[config.mk]
export PLATFORM = sky130hd
export DESIGN_NAME = periodic_budget_tick_accounting_top
export DESIGN_NICKNAME = d
export VERILOG_FILES = /design/src/sv/pbta_pkg.sv /design/src/sv/pbta_cfg_mem.sv /design/src/sv/pbta_cnt_mem.sv /design/src/sv/pbta_slot_alu.sv /design/src/sv/periodic_budget_tick_accounting_top.sv
export SDC_FILE = /design/constraint.sdc
export NUM_CORES = 2
export LEC_CHECK = 0
export BUFFER_PORTS_ARGS = -buffer_cell sky130_fd_sc_hd__buf_4
export CAP_MARGIN = 25
export CORE_UTILIZATION = 24
export DETAILED_ROUTE_END_ITERATION = 16
export SYNTH_ARGS = -nofsm -noshare
export SYNTH_HDL_FRONTEND = slang
export SYNTH_SLANG_ARGS = --single-unit
export TNS_END_PERCENT = 30
[constraint.sdc]
create_clock -name clk -period 7.24 [get_ports clk]
set_input_delay 0.362 -clock clk [delete_from_list [all_inputs] [get_ports clk]]
set_output_delay 0.362 -clock clk [all_outputs]
set_load 0.03 [all_outputs]
[src/sv/pbta_pkg.sv]
package pbta_pkg;

    localparam int SLOT_BITS = 4;
    localparam int SLOTS = 16;
    localparam int BUDGET_W = 16;
    localparam int TOTAL_W = 32;
    localparam int TICK_W = 32;
    localparam int MASK_W = 15;

    localparam logic [SLOT_BITS-1:0] IDLE_THREAD = 4'd14;
    localparam logic [SLOT_BITS-1:0] SLOT_LAST = 4'd15;

    typedef enum logic {
        OP_TICK = 1'b0,
        OP_LOAD = 1'b1
    } op_t;

    typedef struct packed {
        logic [BUDGET_W-1:0] budget;
        logic [BUDGET_W-1:0] period;
        logic                enable;
    } cfg_entry_t;

    typedef struct packed {
        logic is_cur;
        logic is_idle;
        logic counted;
    } slot_ctl_t;

endpackage

[src/sv/pbta_cfg_mem.sv]
module pbta_cfg_mem (
    input  logic                               clk,
    input  logic                               rst_n,
    input  logic                               wr_en,
    input  logic [pbta_pkg::SLOT_BITS-1:0]     wr_addr,
    input  pbta_pkg::cfg_entry_t               wr_data,
    input  logic                               rd_en,
    input  logic [pbta_pkg::SLOT_BITS-1:0]     rd_addr,
    output pbta_pkg::cfg_entry_t               rd_data
);

    pbta_pkg::cfg_entry_t mem [pbta_pkg::SLOTS];
    logic [pbta_pkg::SLOTS-1:0] written_reg;
    pbta_pkg::cfg_entry_t rd_word_reg;
    logic rd_live_reg;

    always_ff @(posedge clk)
    begin
        if (wr_en)
        begin
            mem[wr_addr] <= wr_data;
        end
        if (rd_en)
        begin
            rd_word_reg <= mem[rd_addr];
        end
    end

    always_ff @(posedge clk or negedge rst_n)
    begin
        if (!rst_n)
        begin
            written_reg <= '0;
            rd_live_reg <= 1'b0;
        end
        else
        begin
            if (wr_en)
            begin
                written_reg[wr_addr] <= 1'b1;
            end
            if (rd_en)
            begin
                rd_live_reg <= written_reg[rd_addr];
            end
        end
    end

    // An entry never written reads as its reset value of zero.
    assign rd_data = rd_live_reg ? rd_word_reg : '0;

endmodule

[src/sv/pbta_cnt_mem.sv]
module pbta_cnt_mem #(
    parameter int COUNT_BITS = 16
) (
    input  logic                               clk,
    input  logic                               rst_n,
    input  logic                               wr_en,
    input  logic [pbta_pkg::SLOT_BITS-1:0]     wr_addr,
    input  logic [COUNT_BITS-1:0]              wr_run,
    input  logic [COUNT_BITS-1:0]              wr_elapsed,
    input  logic [pbta_pkg::TOTAL_W-1:0]       wr_total,
    input  logic                               rd_en,
    input  logic [pbta_pkg::SLOT_BITS-1:0]     rd_addr,
    output logic [COUNT_BITS-1:0]              rd_run,
    output logic [COUNT_BITS-1:0]              rd_elapsed,
    output logic [pbta_pkg::TOTAL_W-1:0]       rd_total
);

    localparam int WORD_W = 2 * COUNT_BITS + pbta_pkg::TOTAL_W;

    logic [WORD_W-1:0] mem [pbta_pkg::SLOTS];
    logic [pbta_pkg::SLOTS-1:0] written_reg;
    logic [WORD_W-1:0] rd_word_reg;
    logic [WORD_W-1:0] rd_word;
    logic rd_live_reg;

    always_ff @(posedge clk)
    begin
        if (wr_en)
        begin
            mem[wr_addr] <= {wr_run, wr_elapsed, wr_total};
        end
        if (rd_en)
        begin
            rd_word_reg <= mem[rd_addr];
        end
    end

    always_ff @(posedge clk or negedge rst_n)
    begin
        if (!rst_n)
        begin
            written_reg <= '0;
            rd_live_reg <= 1'b0;
        end
        else
        begin
            if (wr_en)
            begin
                written_reg[wr_addr] <= 1'b1;
            end
            if (rd_en)
            begin
                rd_live_reg <= written_reg[rd_addr];
            end
        end
    end

    assign rd_word = rd_live_reg ? rd_word_reg : '0;
    assign rd_run = rd_word[WORD_W-1 -: COUNT_BITS];
    assign rd_elapsed = rd_word[pbta_pkg::TOTAL_W +: COUNT_BITS];
    assign rd_total = rd_word[pbta_pkg::TOTAL_W-1:0];

endmodule

[src/sv/pbta_slot_alu.sv]
module pbta_slot_alu #(
    parameter int COUNT_BITS = 16
) (
    input  pbta_pkg::slot_ctl_t                ctl,
    input  pbta_pkg::cfg_entry_t               cfg,
    input  logic [COUNT_BITS-1:0]              run_in,
    input  logic [COUNT_BITS-1:0]              elapsed_in,
    input  logic [pbta_pkg::TOTAL_W-1:0]       total_in,
    input  logic                               runnable_in,
    output logic [COUNT_BITS-1:0]              run_out,
    output logic [COUNT_BITS-1:0]              elapsed_out,
    output logic [pbta_pkg::TOTAL_W-1:0]       total_out,
    output logic                               runnable_out,
    output logic                               exhausted
);

    localparam int CMP_W = (COUNT_BITS > pbta_pkg::BUDGET_W) ? COUNT_BITS : pbta_pkg::BUDGET_W;

    logic [COUNT_BITS-1:0] run_inc;
    logic [COUNT_BITS-1:0] elapsed_inc;

    always_comb
    begin
        run_inc = ctl.is_cur ? run_in + 1'b1 : run_in;
        total_out = ctl.is_cur ? total_in + 1'b1 : total_in;
        exhausted = ctl.is_cur && !ctl.is_idle
                    && (CMP_W'(run_inc) >= CMP_W'(cfg.budget));
        run_out = exhausted ? '0 : run_inc;
        runnable_out = ctl.is_cur ? !exhausted : runnable_in;
        elapsed_out = elapsed_in;
        elapsed_inc = elapsed_in + 1'b1;

        // Period release follows the current-thread update of the same tick.
        if (ctl.counted && cfg.enable)
        begin
            if (CMP_W'(elapsed_inc) >= CMP_W'(cfg.period))
            begin
                runnable_out = 1'b1;
                elapsed_out = '0;
                run_out = '0;
            end
            else
            begin
                elapsed_out = elapsed_inc;
            end
        end
    end

endmodule

[src/sv/periodic_budget_tick_accounting_top.sv]
// A load beat is taken without stalling the input and returns no result.
// A tick beat walks all sixteen slot entries through the counter memory, one per cycle,
// then passes the LAST and DONE states; DONE holds while the output register is stalled.
// No new beat is taken until the walk is through and the result has been registered.
// Reset clears the tick counter, the runnable flags, the output valid flag and the written
// marks of both tables, so every entry reads as zero until it is written.
module periodic_budget_tick_accounting_top #(
    parameter int THREADS = 14,
    parameter int COUNT_BITS = 16
) (
    input  logic        clk,
    input  logic        rst_n,
    input  logic        item_valid,
    output logic        item_stall,
    input  logic [0:0]  operation,
    input  logic [3:0]  current_thread,
    input  logic [3:0]  entry_index,
    input  logic [15:0] entry_budget,
    input  logic [15:0] entry_period,
    input  logic        entry_enable,
    output logic        result_valid,
    input  logic        result_stall,
    output logic [31:0] tick_count,
    output logic [14:0] runnable_mask,
    output logic        current_exhausted,
    output logic [31:0] current_total_time
);

    localparam logic [4:0] THREAD_LIM = 5'(THREADS);

    typedef enum logic [3:0] {
        ST_IDLE = 4'b0001,
        ST_WALK = 4'b0010,
        ST_LAST = 4'b0100,
        ST_DONE = 4'b1000
    } state_t;

    state_t state_reg;
    state_t state_next;

    logic [pbta_pkg::SLOT_BITS-1:0] walk_addr_reg;
    logic [pbta_pkg::SLOT_BITS-1:0] proc_addr_reg;
    logic [pbta_pkg::SLOT_BITS-1:0] cur_reg;
    logic proc_vld_reg;
    logic [pbta_pkg::TICK_W-1:0] tick_count_reg;
    logic [pbta_pkg::SLOTS-1:0] runnable_reg;
    logic exh_cap_reg;
    logic [pbta_pkg::TOTAL_W-1:0] total_cap_reg;

    logic result_valid_reg;
    logic [pbta_pkg::TICK_W-1:0] res_tick_reg;
    logic [pbta_pkg::MASK_W-1:0] res_mask_reg;
    logic res_exh_reg;
    logic [pbta_pkg::TOTAL_W-1:0] res_total_reg;

    logic item_accept;
    logic tick_go;
    logic load_go;
    logic out_free;
    logic walk_rd;

    pbta_pkg::cfg_entry_t cfg_wr;
    pbta_pkg::cfg_entry_t cfg_rd;
    pbta_pkg::slot_ctl_t ctl;

    logic [COUNT_BITS-1:0] rd_run;
    logic [COUNT_BITS-1:0] rd_elapsed;
    logic [pbta_pkg::TOTAL_W-1:0] rd_total;
    logic [COUNT_BITS-1:0] new_run;
    logic [COUNT_BITS-1:0] new_elapsed;
    logic [pbta_pkg::TOTAL_W-1:0] new_total;
    logic new_runnable;
    logic new_exhausted;

    assign item_stall = (state_reg != ST_IDLE);
    assign item_accept = item_valid && !item_stall;
    assign tick_go = item_accept && (operation == pbta_pkg::OP_TICK);
    assign load_go = item_accept && (operation == pbta_pkg::OP_LOAD)
                     && ({1'b0, entry_index} < THREAD_LIM);
    assign out_free = !result_valid_reg || !result_stall;
    assign walk_rd = (state_reg == ST_WALK);

    always_comb
    begin
        state_next = state_reg;
        unique case (state_reg)
            ST_IDLE:
            begin
                if (tick_go)
                begin
                    state_next = ST_WALK;
                end
            end
            ST_WALK:
            begin
                if (walk_addr_reg == pbta_pkg::SLOT_LAST)
                begin
                    state_next = ST_LAST;
                end
            end
            ST_LAST:
            begin
                state_next = ST_DONE;
            end
            ST_DONE:
            begin
                if (out_free)
                begin
                    state_next = ST_IDLE;
                end
            end
            default:
            begin
                state_next = ST_IDLE;
            end
        endcase
    end

    assign cfg_wr = '{budget: entry_budget, period: entry_period, enable: entry_enable};

    pbta_cfg_mem u_cfg_mem (
        .clk     (clk),
        .rst_n   (rst_n),
        .wr_en   (load_go),
        .wr_addr (entry_index),
        .wr_data (cfg_wr),
        .rd_en   (walk_rd),
        .rd_addr (walk_addr_reg),
        .rd_data (cfg_rd)
    );

    pbta_cnt_mem #(
        .COUNT_BITS (COUNT_BITS)
    ) u_cnt_mem (
        .clk        (clk),
        .rst_n      (rst_n),
        .wr_en      (proc_vld_reg),
        .wr_addr    (proc_addr_reg),
        .wr_run     (new_run),
        .wr_elapsed (new_elapsed),
        .wr_total   (new_total),
        .rd_en      (walk_rd),
        .rd_addr    (walk_addr_reg),
        .rd_run     (rd_run),
        .rd_elapsed (rd_elapsed),
        .rd_total   (rd_total)
    );

    assign ctl.is_cur = (proc_addr_reg == cur_reg);
    assign ctl.is_idle = (proc_addr_reg == pbta_pkg::IDLE_THREAD);
    assign ctl.counted = ({1'b0, proc_addr_reg} < THREAD_LIM);

    pbta_slot_alu #(
        .COUNT_BITS (COUNT_BITS)
    ) u_slot_alu (
        .ctl          (ctl),
        .cfg          (cfg_rd),
        .run_in       (rd_run),
        .elapsed_in   (rd_elapsed),
        .total_in     (rd_total),
        .runnable_in  (runnable_reg[proc_addr_reg]),
        .run_out      (new_run),
        .elapsed_out  (new_elapsed),
        .total_out    (new_total),
        .runnable_out (new_runnable),
        .exhausted    (new_exhausted)
    );

    always_ff @(posedge clk or negedge rst_n)
    begin
        if (!rst_n)
        begin
            state_reg <= ST_IDLE;
            walk_addr_reg <= '0;
            proc_vld_reg <= 1'b0;
            tick_count_reg <= '0;
            runnable_reg <= '0;
            result_valid_reg <= 1'b0;
        end
        else
        begin
            state_reg <= state_next;
            proc_vld_reg <= walk_rd;
            if (tick_go)
            begin
                walk_addr_reg <= '0;
                tick_count_reg <= tick_count_reg + 1'b1;
            end
            else if (walk_rd)
            begin
                walk_addr_reg <= walk_addr_reg + 1'b1;
            end
            if (proc_vld_reg)
            begin
                runnable_reg[proc_addr_reg] <= new_runnable;
            end
            if ((state_reg == ST_DONE) && out_free)
            begin
                result_valid_reg <= 1'b1;
            end
            else if (result_valid_reg && !result_stall)
            begin
                result_valid_reg <= 1'b0;
            end
        end
    end

    always_ff @(posedge clk)
    begin
        proc_addr_reg <= walk_addr_reg;
        if (tick_go)
        begin
            cur_reg <= current_thread;
        end
        if (proc_vld_reg && ctl.is_cur)
        begin
            exh_cap_reg <= new_exhausted;
            total_cap_reg <= new_total;
        end
        if ((state_reg == ST_DONE) && out_free)
        begin
            res_tick_reg <= tick_count_reg;
            res_mask_reg <= runnable_reg[pbta_pkg::MASK_W-1:0];
            res_exh_reg <= exh_cap_reg;
            res_total_reg <= total_cap_reg;
        end
    end

    assign result_valid = result_valid_reg;
    assign tick_count = res_tick_reg;
    assign runnable_mask = res_mask_reg;
    assign current_exhausted = res_exh_reg;
    assign current_total_time = res_total_reg;

endmodule

Word-level counts from Yosys, hierarchy flattened
Memory sizes are Yosys's and may differ from the RTL's. A register that Yosys moved wholly into a read port is not among the register bits.
Index checks and enable logic that the tools add are counted.
{ "classes": {"addsub": 5, "n_mul": 0, "div_mod_pow": 0, "n_lt_le_gt_ge": 9, "eq_ne": 11, "n_shift": 0, "mux": 35, "n_bitwise": 3, "reduce_logical": 21} }
{ "ops": {"columns": ["cell", "n"], "rows": [
  ["2-to-1 mux 16 bit", 6],
  ["adder 32 x 1 -> 32 bit (second input constant)", 2],
  ["2-to-1 mux 64 bit", 1],
  ["2-to-1 mux 33 bit", 1],
  ["adder 16 x 1 -> 16 bit (second input constant)", 2],
  [">= comparator 16 bit", 2],
  ["2-to-1 mux 32 bit", 1],
  ["OR 16 bit", 2],
  ["2-to-1 mux 4 bit", 5],
  ["bitwise mux 16 bit", 1],
  ["case mux 4 bit (4 select lines)", 1],
  ["< comparator 4 x 5 -> 1 bit (second input constant)", 3],
  ["2-to-1 mux 1 bit", 14],
  ["binary-select mux 1 bit (select 4 bit)", 3],
  ["== test 4 bit (second input constant)", 3],
  ["logical AND 1 bit", 12],
  ["demux 1 bit (select 4 bit)", 2],
  [">= comparator 4 x 1 -> 1 bit (second input constant)", 2],
  ["< comparator 4 bit (second input constant)", 2],
  ["zero test 1 bit", 5],
  ["adder 4 x 1 -> 4 bit (second input constant)", 1],
  ["== test 4 x 1 -> 1 bit (second input constant)", 1],
  ["== test 4 x 2 -> 1 bit (second input constant)", 1],
  ["== test 4 x 3 -> 1 bit (second input constant)", 1],
  ["8 further kinds", 10]
]} }
{ "word_totals": {"ff_bits": 213, "latch_bits": 0, "mem_bits_rw": 1552, "mem_bits_ro": 0, "inputBits": 46, "elab_cells": 104, "memories": 2} }
{ "memory_table": {"columns": ["name", "depth", "word_bits", "read_ports", "rd_clocked_by_memory_dff", "wr", "line_no", "source"], "rows": [
  ["u_cnt_mem.mem", 16, 64, 1, 1, 1, "pbta_cnt_mem.sv:20", "logic [WORD_W-1:0] mem [pbta_pkg::SLOTS];"],
  ["u_cfg_mem.mem", 16, 33, 1, 1, 1, "pbta_cfg_mem.sv:12", "pbta_pkg::cfg_entry_t mem [pbta_pkg::SLOTS];"]
]} }

Depth between registers and ports, before layout
{ "depth": {"ltp_word": 10, "depth_mapped": 19} }

Hierarchy
A second synthesis with hierarchy kept.
{ "hier_totals": {"cells_unflattened": 3221, "area_unflattened_um2": 72406.9} }
{ "by_module_without_submodules": {"columns": ["mod", "n_inst", "cells_per_inst", "area_per_inst_um2"], "rows": [
  ["pbta_cnt_mem", 1, 1615, 41544.8],
  ["pbta_cfg_mem", 1, 864, 21790.9],
  ["periodic_budget_tick_accounting_top", 1, 380, 6515.0],
  ["pbta_slot_alu", 1, 362, 2556.2]
]} }

Worst setup path before layout
Ideal clock, no wire load.
{ "synth_timing": {"kind": "reg2reg", "start": "register proc_addr_reg[2] (netlist bit)", "end": "register u_cnt_mem.written_reg[0] (netlist bit)", "setup_time_ps": 93, "arrival_ps": 5932, "path_slack_ps": 1215, "path_stages_with_launch": 5, "period_less_slack_ps": 6025, "cell_sequence": "dfxtp_1 buf_2 or3b_2 nor3_1 or2_2"} }
{ "synth_via": {"elab_chain_len": 5, "elab_cells_between_ends": 6} }
{ "synth_rtl": {"columns": ["item", "line_no", "source"], "rows": [
  ["start, declared", "periodic_budget_tick_accounting_top.sv:42", "logic [pbta_pkg::SLOT_BITS-1:0] proc_addr_reg;"],
  ["start signal, assigned", "periodic_budget_tick_accounting_top.sv:210", "proc_addr_reg <= walk_addr_reg;"],
  ["< comparator 4 x 5 -> 1 bit (implied by the code) or >= comparator 4 x 1 -> 1 bit (tied branches)", "pbta_cnt_mem.sv:49", "written_reg[wr_addr] <= 1'b1;"],
  ["logical AND 1 bit (implied by the code)", "pbta_cnt_mem.sv:49", null],
  ["2-to-1 mux 1 bit (implied by the code)", "pbta_cnt_mem.sv:49", null],
  ["demux 1 bit (select 4 bit) (*)", null, null],
  ["OR 16 bit (no line) (*)", null, null],
  ["end signal, assigned", "pbta_cnt_mem.sv:42", "written_reg <= '0;"],
  ["end signal, assigned by index", "pbta_cnt_mem.sv:49", null],
  ["end, declared", "pbta_cnt_mem.sv:21", "logic [pbta_pkg::SLOTS-1:0] written_reg;"]
]} }
Mark *: on every way between the ends. The rest lies on a longest branch, timed or not.
A chain may end at the register's enable or synchronous reset.

Final worst setup path
{ "layout_timing": {"start": "register proc_addr_reg[1] (netlist bit)", "end": "memory u_cnt_mem.mem[8][48] (netlist bit) (data pin)"} }
{ "layout_via": {"elab_chain_len": 7, "elab_cells_between_ends": 12} }
{ "layout_rtl": {"columns": ["item", "line_no", "source"], "rows": [
  ["== test 4 bit, on equally long branches", "periodic_budget_tick_accounting_top.sv:149, periodic_budget_tick_accounting_top.sv:150", null],
  ["2-to-1 mux 16 bit or zero test 1 bit (tied branches)", "pbta_slot_alu.sv:24, pbta_slot_alu.sv:26", null],
  [">= comparator 16 bit or logical AND 1 bit (tied branches)", "pbta_slot_alu.sv:27, pbta_slot_alu.sv:26", null],
  ["logical AND 1 bit", "pbta_slot_alu.sv:27", "&& (CMP_W'(run_inc) >= CMP_W'(cfg.budget));"],
  ["2-to-1 mux 16 bit", "pbta_slot_alu.sv:28", "run_out = exhausted ? '0 : run_inc;"],
  ["2-to-1 mux 16 bit", "pbta_slot_alu.sv:36", "if (CMP_W'(elapsed_inc) >= CMP_W'(cfg.period))"],
  ["2-to-1 mux 16 bit (*)", "pbta_slot_alu.sv:34", "if (ctl.counted && cfg.enable)"],
  ["via new_run[0]", "periodic_budget_tick_accounting_top.sv:69", "logic [COUNT_BITS-1:0] new_run;"],
  ["end, declared", "pbta_cnt_mem.sv:20", null]
]} }
Mark *: on every way through the listed nets, which the timed path passes. The rest lies on a longest branch.

==> reports/metrics.yaml <==
status: "completed"
postSynthAreaPerCell_um2: 22.8
path_depth: 13
ant_nets: 0
io_pins: 128
crit_chain: "xor2_1 -> nor4_4 -> nand4_1 -> xnor2_1 -> and2_1 -> ha_1 -> a21oi_1 -> o21ai_0 -> a21oi_1 -> o41ai_1 -> a22oi_1 -> buf_4 -> nor2b_1"
swShare_pct: 23.4
critPathRequiredTime_ns: 7.70
path_buf_inv: 1
end_kind: "flip-flop"
p_switching_mw: 5.75
final_cells: 7549
ys_types: 56
grt_max_degree: 139
syn_inst: 3132
synthTopCellsByCount: "1,766 x edfxtp_1, 500 x mux4_2, 100 x nand2_1, 91 x dfrtp_1, 87 x clkbuf_1"
seqPwrFrac_pct: 51.0
cpPeakStageDelay_ns: 0.89
leakagePower_nw: 26.0
viasPerCell: 4.28
core_um2: 295000
ir_worst_vdd_mv: 0.203
totalWireLength_um: 160000
tightest_slew_ns: 1.08
top_register: "u_cnt_mem.mem"
dp_slack_ns: 1.84
post_drt_wl_per_cell_um: 21.1
yosysTopAreaCell: "edfxtp_1"
h-tree-depth: 4
drv_slew: 0
layout_worst_path_cycle_share_pct: 72.1
cp_slowest_cell: "nor4_4"
rows: 199
synth_edf_count: 1766
crit_path_start: "proc_addr_reg[1]$_DFF_P_"
drt_iter0_markers: 3091
cpMostUsedCell: "a21oi_1"
drcViolationCount: 0
setup_tns_ns: 0
dp_hpwl_um: 83000
clockRootBuffer: "clkbuf_16"
internal_power_mw: 18.9
syn_to_final_growth_pct: 17.4
ys_warn_count: 0
finalWorstSetupSlack_ns: 2.02
rsz0062_at_grt: "no"
ff2ff_path_depth: 13
hold_viol: 0
critical_path.top_delay_family: "simple AND/OR/NAND/NOR gates"
path_class: "flip-flop to flip-flop"
antenna_found_initial: 14
die-area_um2: 300000
die_w_um: 547
cp_max_fo: 16
clkTransAtPathRegs_ns: 0.06
routabilityCongestion: 0.752
setup-violations-final: 0
synthXorXnorAreaFrac_pct: 1.10
largestRegisters: "u_cnt_mem.mem: 1024 flops, u_cfg_mem.mem: 528 flops"
insertion_delay_ns: 0.83
cap_violations: 0
dp_cells: 7175
seq_area_frac_synth_pct: 77.6
reg2reg_slack_ns: 2.02
synth_top_area_share_pct: 74.3
relSlewSlack_pct: 27.7
portBuffers: 127
clkSinkCount: 1862
min_path_type: "input port to async pin"
largest_reg_flops: 1024
track_usage_pct: 10.5
start_util_pct: 24.2
reg2reg_from: "proc_addr_reg[1]$_DFF_P_"
synthSimpleGateAreaFrac_pct: 3.08
synth_compound_area_share_pct: 0.678
cts_buffers: 183
grt_overflow: 0
yosysMostFrequentCell: "edfxtp_1"
vias: 32345
postSynth.topFlopCell: "edfxtp_1"
finClkSkew_ns: 0.0823
first_pass_iters: 5
post-route-min-period_ns: 5.22
die_h_um: 547
synth_top_family_by_area: "multiplexers"
cts_tree: "done"
synthAdderAreaFrac_pct: 0.648
synth_seq_cells: 1862
r2r-end: "u_cnt_mem.mem[8][48]$_DFFE_PP_"
cp-start-kind: "flip-flop"
fmax_ghz: 0.192
power_frac_clock_pct: 36.4
cts_buffer_depth: 4
p_per_area_nw_per_um2: 294
grt_pass1_wl_um: 233000
postCtsSetupBuffers: 0
cp.arrival_ns: 5.67
syn_area_um2: 71400
synthArstFlopShare_pct: 4.94
p_comb_share_pct: 12.6
synthMuxAreaShare_pct: 16.0
grt_pass1_vias: 33890
yosys-top-cells-area: "edfxtp_1 74%, mux4_2 16%, dfrtp_1 3.2%"
layout.nets: 3575
drive_gt1_share_pct: 28.6
## power by group through the flow
stage / sequential, mW / clock, mW / combinational [mW]
6_report: 12.5 / 8.96 / 3.11
3_3_place_gp: 12.8 / 0 / 3.05
4_1_cts: 12.6 / 9.19 / 3.14
5_1_grt: 12.6 / 9.58 / 3.39
3_5_place_dp: 12.8 / 0 / 3.11
2_1_floorplan: 12.6 / 0 / 2.38
## cells in the final DEF, fill, tap and decap left out, types with 29 or more instances in the layout
cell type,instances
nand2_1,100
nand3_1,38
dfrtp_1,86
xnor2_1,61
or2_2,31
clkinv_1,36
nor2_1,37
edfxtp_1,1766
ha_1,37
buf_4,205
and2_1,65
xor2_1,29
clkbuf_16,186
mux4_2,500
clkbuf_1,50
nand4_1,35
dlygate4sd3_1,39
conb_1,66
## worst reg2reg max path: cells and delay by family (launching register included)
| kind | cells | cell delay (ns) |
|---|---|---|
| XOR/XNOR | 2 | 0.41 |
| flip-flops | 1 | 0.66 |
| adder cells (fa/ha/maj) | 1 | 0.29 |
| buffers and inverters | 1 | 0.27 |
| AO/OA/AOI/OAI | 5 | 1.08 |
| AND/OR/NAND/NOR | 4 | 2.15 |
## how the worst max path moves through the flow
stage / to
finish: u_cnt_mem.mem[8][48]$_DFFE_PP_
global route: u_cnt_mem.mem[5][48]$_DFFE_PP_
CTS: u_cnt_mem.mem[0][62]$_DFFE_PP_
detailed placement: u_cnt_mem.mem[3][62]$_DFFE_PP_
global placement: u_cnt_mem.mem[8][62]$_DFFE_PP_
floorplan: u_cnt_mem.written_reg[0]$_DFFE_PN0P_
## metrics by stage
stage	cell area (um2)	total power [mW]	util (%)	hold WS (ns)
6_report	83800	24.6	28.4	0.0839
5_1_grt	83800	25.5	28.4	0.0913
4_1_cts	83700	24.9	28.4	0.0292
3_5_place_dp	77800	15.9	26.4	0.368
3_3_place_gp	77800	15.8	26.4	0.361
2_1_floorplan	71600	15.0	-	0.0664
## area by class of cell
class	instances	area [um2]
repair buffers	254	2110
well taps	3919	4900
flip-flops and latches	1862	55400
multi-input cells	1179	15800
inverters	12	45.0
diodes	4	10.0
clock buffers	241	4910
clock inverters	78	588
fillers	28854	211000
## per-layer routing
layer	GRT usage (%)	routed length [um]	vias to the layer above
met2	17.2	77700	835
met4	2.54	3190	6
met3	1.70	8400	209
met5	0	30	-
met1	14.4	70200	17533
li1	-	-	13762
## timing repair
item / 4_1_cts / 5_1_grt
endpoints found under the setup margin: 0 / 0
hold buffers: 39 / 0
resized for setup: 0 / 0
hold endpoints to repair: 574 / 0
## cell families (layout without fill, tap and decap cells)
group / count (synthesis) / after routing
compound gates: 69 / 69
xor+xnor: 90 / 90
fa+ha+maj: 37 / 37
buf+inv: 156 / 585
flops: 1862 / 1862
mux: 512 / 512
other cells: 1 / 70
simple gates: 405 / 405
No activity file was read; power rests on OpenSTA's default activity.
